## config.mk

```make
export PLATFORM = sky130hd
export DESIGN_NAME = rfz_plane
export DESIGN_NICKNAME = d
export VERILOG_FILES = /design/src/rtl/rfz_pkg.sv /design/src/rtl/rfz_plane.sv
export SDC_FILE = /design/constraint.sdc
export NUM_CORES = 2
export LEC_CHECK = 0
export ABC_AREA = 1
export BUFFER_PORTS_ARGS = -buffer_cell sky130_fd_sc_hd__buf_2
export CORE_ASPECT_RATIO = 0.8
export CORE_UTILIZATION = 46
export DETAILED_ROUTE_END_ITERATION = 12
export SLEW_MARGIN = 30
export SYNTH_ARGS = -nofsm -noshare
export SYNTH_HDL_FRONTEND = slang
export SYNTH_SLANG_ARGS = --single-unit
```

## constraint.sdc

```tcl
create_clock -name clk_i -period 16.15 [get_ports clk_i]
set_input_delay 0 -clock clk_i [delete_from_list [all_inputs] [get_ports clk_i]]
set_output_delay 0 -clock clk_i [all_outputs]
set_load 0.005 [all_outputs]
```

## src/rtl/rfz_pkg.sv

```systemverilog
package rfz_pkg;

  // Widths of the scaled vector and of the plane sums
  localparam int RW = 42;  // r = axis * length, Q.32, signed
  localparam int SW = 43;  // r0 +/- r1, signed
  localparam int MW = 42;  // |r|, unsigned
  localparam int AW = 44;  // |r0| + |r1| + |r2|, unsigned
  localparam int PW = 60;  // weighted plane sums, Q.48, signed
  localparam int BW = 33;  // bounds on |r| in Q.32

  // Configuration register indexes
  localparam logic CFG_CLASS = 1'b0;
  localparam logic CFG_ORDER = 1'b1;

  // Symmetry classes
  typedef enum logic [2:0] {
    CLS_ANORTHIC = 3'd0,
    CLS_CYCLIC   = 3'd1,
    CLS_DIHEDRAL = 3'd2,
    CLS_TETRA    = 3'd3,
    CLS_OCTA     = 3'd4
  } sym_class_e;

  // Main axis orders in use
  localparam logic [2:0] ORD_2 = 3'd2;
  localparam logic [2:0] ORD_3 = 3'd3;
  localparam logic [2:0] ORD_4 = 3'd4;
  localparam logic [2:0] ORD_6 = 3'd6;

  // Q.16 weights, sign-extended to the plane width
  localparam logic signed [PW-1:0] K_SQRT3_2 = PW'(56756);
  localparam logic signed [PW-1:0] K_SQRT2_2 = PW'(46341);

  // Limits: 1.0 in Q.32 and Q.48, tan(pi/8) in Q.32
  localparam logic [BW-1:0]        LIM_UNIT32 = BW'(64'd1 << 32);
  localparam logic [BW-1:0]        LIM_TAN8   = BW'(64'd27146 << 16);
  localparam logic signed [PW-1:0] LIM_UNIT48 = PW'(64'sd1 <<< 48);

  typedef struct packed {
    logic [2:0] sym_class;
    logic [2:0] axis_order;
  } cfg_t;

  typedef struct packed {
    logic signed [RW-1:0] r0;
    logic signed [RW-1:0] r1;
    logic signed [RW-1:0] r2;
    logic                 inf;
    logic                 axz_zero;
  } scaled_t;

  typedef struct packed {
    logic inf;
    logic axz_zero;
    logic z_ok;
    logic u0;
    logic u1;
    logic cube_ok;
    logic octa_ok;
    logic p3a;
    logic p3b;
    logic p4a;
    logic p4b;
    logic p6a;
    logic p6b;
  } flags_t;

  // tan(pi/2n) in Q.32; zero for orders not in use
  function automatic logic [BW-1:0] half_angle_bound(input logic [2:0] n);
    logic [BW-1:0] b;
    case (n)
      ORD_2:   b = BW'(64'd65536 << 16);
      ORD_3:   b = BW'(64'd37837 << 16);
      ORD_4:   b = BW'(64'd27146 << 16);
      ORD_6:   b = BW'(64'd17560 << 16);
      default: b = '0;
    endcase
    return b;
  endfunction

  function automatic logic order_known(input logic [2:0] n);
    return (n == ORD_2) || (n == ORD_3) || (n == ORD_4) || (n == ORD_6);
  endfunction

  function automatic logic [MW-1:0] mag(input logic signed [RW-1:0] v);
    return v[RW-1] ? MW'(-v) : MW'(v);
  endfunction

  // -1.0 <= x <= 1.0 in Q.48
  function automatic logic within_unit48(input logic signed [PW-1:0] x);
    return (x <= LIM_UNIT48) && (x >= -LIM_UNIT48);
  endfunction

endpackage

```

## src/rtl/rfz_plane.sv

```systemverilog
module rfz_plane (
  input  logic             clk_i,
  input  logic             rst_ni,
  input  logic             en_i,
  input  logic             valid_i,
  input  rfz_pkg::scaled_t scaled_i,
  input  logic [2:0]       axis_order_i,
  output logic             valid_o,
  output rfz_pkg::flags_t  flags_o
);
  import rfz_pkg::*;

  // ---- stage A: magnitudes, sum/difference, simple bounds
  logic signed [RW-1:0] r0_q, r1_q;
  logic signed [SW-1:0] s_q, d_q;
  logic [MW-1:0]        m0_d, m1_d, m2_d;
  logic [MW-1:0]        m0_q, m1_q, m2_q;
  logic                 a_inf_q, a_axz_q, a_zok_q, a_u0_q, a_u1_q, a_octa_q;
  logic                 a_valid_q;

  assign m0_d = mag(scaled_i.r0);
  assign m1_d = mag(scaled_i.r1);
  assign m2_d = mag(scaled_i.r2);

  always_ff @(posedge clk_i) begin
    if (en_i) begin
      r0_q     <= scaled_i.r0;
      r1_q     <= scaled_i.r1;
      s_q      <= SW'(scaled_i.r0) + SW'(scaled_i.r1);
      d_q      <= SW'(scaled_i.r0) - SW'(scaled_i.r1);
      m0_q     <= m0_d;
      m1_q     <= m1_d;
      m2_q     <= m2_d;
      a_inf_q  <= scaled_i.inf;
      a_axz_q  <= scaled_i.axz_zero;
      a_zok_q  <= (m2_d <= MW'(half_angle_bound(axis_order_i)));
      a_u0_q   <= (m0_d <= MW'(LIM_UNIT32));
      a_u1_q   <= (m1_d <= MW'(LIM_UNIT32));
      a_octa_q <= (m0_d <= MW'(LIM_TAN8)) && (m1_d <= MW'(LIM_TAN8)) &&
                  (m2_d <= MW'(LIM_TAN8));
    end
  end

  // ---- stage B: constant products, cube sum
  logic signed [PW-1:0] k3r0_q, k3r1_q, k2s_q, k2d_q, hr0_q, hr1_q;
  logic [AW-1:0]        msum;
  logic                 b_inf_q, b_axz_q, b_zok_q, b_u0_q, b_u1_q, b_octa_q, b_cube_q;
  logic                 b_valid_q;

  assign msum = AW'(m0_q) + AW'(m1_q) + AW'(m2_q);

  always_ff @(posedge clk_i) begin
    if (en_i) begin
      k3r0_q   <= PW'(r0_q) * K_SQRT3_2;
      k3r1_q   <= PW'(r1_q) * K_SQRT3_2;
      k2s_q    <= PW'(s_q) * K_SQRT2_2;
      k2d_q    <= PW'(d_q) * K_SQRT2_2;
      hr0_q    <= PW'(r0_q) <<< 15;
      hr1_q    <= PW'(r1_q) <<< 15;
      b_cube_q <= (msum <= AW'(LIM_UNIT32));
      b_inf_q  <= a_inf_q;
      b_axz_q  <= a_axz_q;
      b_zok_q  <= a_zok_q;
      b_u0_q   <= a_u0_q;
      b_u1_q   <= a_u1_q;
      b_octa_q <= a_octa_q;
    end
  end

  // ---- stage C: plane sums against 1.0 in Q.48
  flags_t fl_d, fl_q;
  logic   c_valid_q;

  always_comb begin
    fl_d.inf      = b_inf_q;
    fl_d.axz_zero = b_axz_q;
    fl_d.z_ok     = b_zok_q;
    fl_d.u0       = b_u0_q;
    fl_d.u1       = b_u1_q;
    fl_d.cube_ok  = b_cube_q;
    fl_d.octa_ok  = b_octa_q;
    fl_d.p3a      = within_unit48(k3r0_q + hr1_q);
    fl_d.p3b      = within_unit48(k3r0_q - hr1_q);
    fl_d.p4a      = within_unit48(k2s_q);
    fl_d.p4b      = within_unit48(k2d_q);
    fl_d.p6a      = within_unit48(hr0_q + k3r1_q);
    fl_d.p6b      = within_unit48(hr0_q - k3r1_q);
  end

  always_ff @(posedge clk_i) begin
    if (en_i) begin
      fl_q <= fl_d;
    end
  end

  // valid bits follow the data
  always_ff @(posedge clk_i or negedge rst_ni) begin
    if (!rst_ni) begin
      a_valid_q <= 1'b0;
      b_valid_q <= 1'b0;
      c_valid_q <= 1'b0;
    end else if (en_i) begin
      a_valid_q <= valid_i;
      b_valid_q <= a_valid_q;
      c_valid_q <= b_valid_q;
    end
  end

  assign valid_o = c_valid_q;
  assign flags_o = fl_q;

endmodule

```

# After elaboration in Yosys (flattened, before gate mapping)

Index checks and enable logic that the tools add are counted.

Register bits: 645
Bits of input ports: 135
Output and inout bits: 14
Word-level logic and storage cells: 93

Add/sub/neg operators: 11
Multipliers: 4
Magnitude comparators: 19
Eq/ne operators: 4
Mux-type cells: 5
Reductions and logical operators: 8

Operators with widths:

| cell                                                   | count |
|---|---|
| >= comparator 60 x 49 -> 1 bit (second input constant) | 6 |
| <= comparator 60 x 50 -> 1 bit (second input constant) | 6 |
| case mux 33 bit (4 select lines)                       | 1 |
| <= comparator 42 x 31 -> 1 bit (second input constant) | 3 |
| two-way mux 42 bit                                     | 3 |
| negation 42 bit                                        | 3 |
| multiplier 43 x 17 -> 60 bit (second input constant)   | 2 |
| multiplier 42 x 15 -> 57 bit (second input constant)   | 2 |
| adder 42 x 42 -> 43 bit                                | 2 |
| <= comparator 42 x 33 -> 1 bit (second input constant) | 2 |
| adder 57 x 60 -> 60 bit                                | 1 |
| adder 60 x 57 -> 60 bit                                | 1 |
| subtractor 57 x 60 -> 60 bit                           | 1 |
| subtractor 60 x 57 -> 60 bit                           | 1 |
| adder 43 x 42 -> 44 bit                                | 1 |
| <= comparator 44 x 33 -> 1 bit (second input constant) | 1 |
| subtractor 42 x 42 -> 43 bit                           | 1 |
| <= comparator 42 x 33 -> 1 bit                         | 1 |
| two-way mux 33 bit                                     | 1 |
| logical AND 1 bit                                      | 8 |
| == test 3 x 2 -> 1 bit (second input constant)         | 2 |
| == test 3 bit (second input constant)                  | 2 |

# Depth between registers and ports, before layout

Depth in word-level cells: 5
Gate-level depth with buffers: 28
Gate-level depth less buffers: 28

# Worst setup path after synthesis

Ideal clock, no wire load.

Path kind: register to register
Start: reg d_q[26]
End: reg k2d_q[54] (data pin)
Setup time: 0.253 ns
Arrival time: 5.135 ns
Data required time: 15.897 ns
Setup slack: 10.762 ns
Stages on the path, launching flop included: 24
Buffers on the path: 0
Period minus slack after synthesis: 5.388 ns
Cells stage by stage: edfxtp_1 > ha_1 > inv_1 > fa_1 > inv_1 > fa_1 > fa_1 > inv_1 > fa_1 > fa_1 > inv_1 > ha_1 > nand2_1 > nor2_1 > inv_1 > nor2_1 > and3_1 > nand3_1 > nand3_1 > a21o_1 > a21boi_0 > or2_2 > nand3_1 > nand2_1

Word-level cells in the longest chain between the ends: 1

RTL lines:

| item                         | RTL line        | RTL |
|---|---|---|
| from (decl)                  | rfz_plane.sv:15 | `logic signed [SW-1:0] s_q, d_q;` |
| from (signal assigned)       | rfz_plane.sv:30 | `d_q <= SW'(scaled_i.r0) - SW'(scaled_i.r1);` |
| multiplier 43 x 17 -> 60 bit | rfz_plane.sv:57 | `k2d_q <= PW'(d_q) * K_SQRT2_2;` |
| to (signal assigned)         | rfz_plane.sv:57 |  |
| to (decl)                    | rfz_plane.sv:45 | `logic signed [PW-1:0] k3r0_q, k3r1_q, k2s_q, k2d_q, hr0_q, hr1_q;` |

No other way between the ends.
A chain may end at the register's enable or synchronous reset.

# Worst setup path in the final report

Start: reg r0_q[10]
End: reg k3r0_q[23] (data pin)

Word-level cells in the longest chain between the ends: 1

RTL lines:

| item                         | RTL line        | RTL |
|---|---|---|
| from (decl)                  | rfz_plane.sv:14 | `logic signed [RW-1:0] r0_q, r1_q;` |
| from (signal assigned)       | rfz_plane.sv:27 | `r0_q <= scaled_i.r0;` |
| multiplier 42 x 15 -> 57 bit | rfz_plane.sv:54 | `k3r0_q <= PW'(r0_q) * K_SQRT3_2;` |
| to (signal assigned)         | rfz_plane.sv:54 |  |
| to (decl)                    | rfz_plane.sv:45 |  |

No other way between the ends.

==> metrics.txt <==
status finished clean; final antenna-violating net count 0; post-CTS sizing 0; fill cell count 21500; Cell variety after synth 62; Fmax 152 MHz; Net Count, Synth 15400; Initial Utilization 0.465; largest cells by area after synthesis fa_1 22%, edfxtp_1 19%, ha_1 16%, inv_1 12%, nand2_1 8.9%; Mapped Area 0.101 mm2; RSZ-0062 raised after global routing false; top-count cell post-synth inv_1; clock buffer depth 3; fin crit share 0.408; register area share after synthesis 0.188; root buffer cell clkbuf_16; final WL 386000 um; 1st-iter DRT viols 9670; initial antenna violation count 30; Clock Pin Slew Worst Setup and Hold Paths 0.06 ns; clock tree from TritonCTS done; setup violators final 0; Worst R2R End k3r0_q[23]$_DFFE_PP_; Hold Crit Depth 2; Worst EP arrival 7.03 ns; Synth-to-Final Area Change 8.09%; CTS H-tree lvls 3; Buf+Inv Stages, Crit Path 2; setup tns final 0 ns; setup bufs post-CTS 0; crit path capture type flip-flop; vias post-DR 87700; TritonRoute pass-1 iters 9; Avg Cell Area, Syn 7.88 um2; CTS Sinks 635; Worst Hold Endpoint m2_q[1]$_DFFE_PP_; Critical Path, Cell by Cell ha_1 -> fa_1 -> inv_1 -> fa_1 -> fa_1 -> fa_1 -> fa_1 -> inv_1 -> ha_1 -> nand2_1 -> nor2_1 -> nand4_1 -> nor3_1 -> a21oi_1 -> xnor2_1; max cap viols 0; Hold Path Origin scaled_i[43]; largest net degree at the start of global routing 97; critical path's most frequent cell fa_1; slowest stage delay, CP 0.64 ns; Slew @ Worst Pin 1.13 ns; total track usage 0.346; Chip Width 527 um; Avg WL per Cell 24.0 um; flops & latches, synth 635; RePlAce Congestion 1.02; Synth top area share 0.220; final hold vios 0; area of the multi-input gates 0.0696 mm2; Core ar. 0.218 mm2; Yosys warning total 0; # IOs 149; row count 153; cell family with most CP delay adder cells; Final min period 6.59 ns; R2R Setup Slk 9.56 ns; Yosys top cell by area fa_1; CP max FO 5; Hold WC Path Type primary input to flip-flop; Nets 15700; vias in the first global route 84900; Vias/cell 5.45; Final Instance Count excl. Fillers 16100; die area 0.222 mm2; DP Wirelength 337000 um; fraction of layout cells with a size suffix above 1 0.0294; Post-synth top cells 3220 x inv_1, 2399 x nand2_1, 1277 x ha_1, 1144 x nor2_1, 1115 x fa_1; Port Buffers 148; asr flop ratio synth 0.00472; CP startpoint kind flip-flop; Post-synth top flop edfxtp_1; CP max stage cell nor3_1; Die H 422 um; Post-synth EDFFs 632; Max-slew headroom 0.241; FF-to-FF path depth 15; register area 0.0191 mm2; Cells after Synth 12900; required time worst endpoint 16.59 ns; Setup CP Type flip-flop to flip-flop; final count of pins violating max slew 0; GRT overflow 0; RR Startpoint r0_q[10]$_DFFE_PP_; first-pass GRT wire length 565000 um; clk_skew 0.0419 ns; clock latency on the worst-skew pair 0.74 ns; CTS Buf Count 81; dpl cells 15800; drt drc 0
-- logic make-up (layout without fill, tap and decap cells) --
kind of cell | count (synthesis) | after routing | synth area share
mux | 1 | 1 | 0.000111
flops | 635 | 635 | 0.188
simple gates | 4562 | 4562 | 0.187
fa+ha+maj | 2392 | 2392 | 0.378
other cells | 0 | 6 | 0
xor+xnor | 484 | 484 | 0.0419
buf+inv | 3348 | 3698 | 0.126
compound gates | 1446 | 1446 | 0.0792
-- worst reg2reg max path: stages, from the launching register on --
cell and delay (ns):
edfxtp_1 0.58, ha_1 0.48, fa_1 0.57, inv_1 0.06, fa_1 0.48, fa_1 0.51
fa_1 0.43, fa_1 0.55, inv_1 0.04, ha_1 0.35, nand2_1 0.12, nor2_1 0.32
nand4_1 0.24, nor3_1 0.64, a21oi_1 0.29, xnor2_1 0.63
-- cell usage in the layout (no fill, tap or decap), types with 33 or more instances in the layout --
cell,synthesis,final
nor4_1,77,75
nand4_1,172,172
a21oi_1,665,665
a31oi_1,105,105
inv_1,3220,3220
a21o_1,43,43
fa_1,1115,1115
nand3_1,511,511
ha_1,1277,1277
buf_2,71,147
nor3_1,123,123
nor2_2,36,36
o21ai_0,394,394
dlygate4sd3_1,0,151
o21a_1,36,36
xor2_1,372,372
edfxtp_1,632,632
xnor2_1,110,110
nor2_1,1144,1144
nand2_1,2399,2399
clkbuf_16,0,83
o21ai_1,33,33
o21bai_1,68,68
-- metal layers --
layer	track usage	vias up	wire [um]
met5	0	-	96
met4	0.0783	16	9690
met3	0.0801	386	39900
met2	0.470	3847	149000
met1	0.544	42700	187000
li1	-	40800	-
-- state kept, by name, summed over array words and instances (netlist names), 13 cells and up --
register	count
s_q	43
hr1_q	42
r0_q	42
k3r1_q	55
m1_q	41
k3r0_q	55
k2d_q	59
k2s_q	60
d_q	42
r1_q	42
m2_q	42
m0_q	41
flags_o	13
hr0_q	42
-- worst max-delay path by stage --
| stage | start | endpoint | slack (ns) | cells after the start |
|---|---|---|---|---|
| 6_report | r0_q[10]$_DFFE_PP_ | k3r0_q[23]$_DFFE_PP_ | 9.56 | 15 |
| 3_3_place_gp | r0_q[10]$_DFFE_PP_ | k3r0_q[23]$_DFFE_PP_ | 9.72 | 15 |
| 3_5_place_dp | r1_q[41]$_DFFE_PP_ | k3r1_q[56]$_DFFE_PP_ | 9.69 | 18 |
| 4_1_cts | r1_q[41]$_DFFE_PP_ | k3r1_q[56]$_DFFE_PP_ | 9.66 | 18 |
| 2_1_floorplan | d_q[26]$_DFFE_PP_ | k2d_q[54]$_DFFE_PP_ | 10.76 | 23 |
| 5_1_grt | d_q[29]$_DFFE_PP_ | k2d_q[54]$_DFFE_PP_ | 9.31 | 22 |
-- metrics by stage --
stage	hold slack (ns)	util	worst slack, ns	cell area (um2)
2_1_floorplan	-0.296	-	10.76	101000
3_3_place_gp	-0.202	0.482	9.72	105000
3_5_place_dp	-0.199	0.483	9.69	105000
4_1_cts	0.000842	0.502	9.66	110000
5_1_grt	0.0368	0.502	9.31	110000
6_report	0.0484	0.502	9.56	110000
-- layout make-up --
class,count,area share
Antenna cell,6,0.000137
Clock buffer,97,0.0194
Clock inverter,50,0.00570
Inverter,3228,0.111
Multi-Input combinational cell,8885,0.635
Sequential cell,635,0.174
Tap cell,2867,0.0327
Timing Repair Buffer,323,0.0226
-- timing repair --
action / CTS / global route
setup endpoints to repair: 0 / 0
hold buffers: 151 / 0
endpoints found under the hold margin: 253 / 0
Power is left out: the tool's default activity adds up to more than one toggle a clock period on the data nets, which glitch-free logic cannot reach.
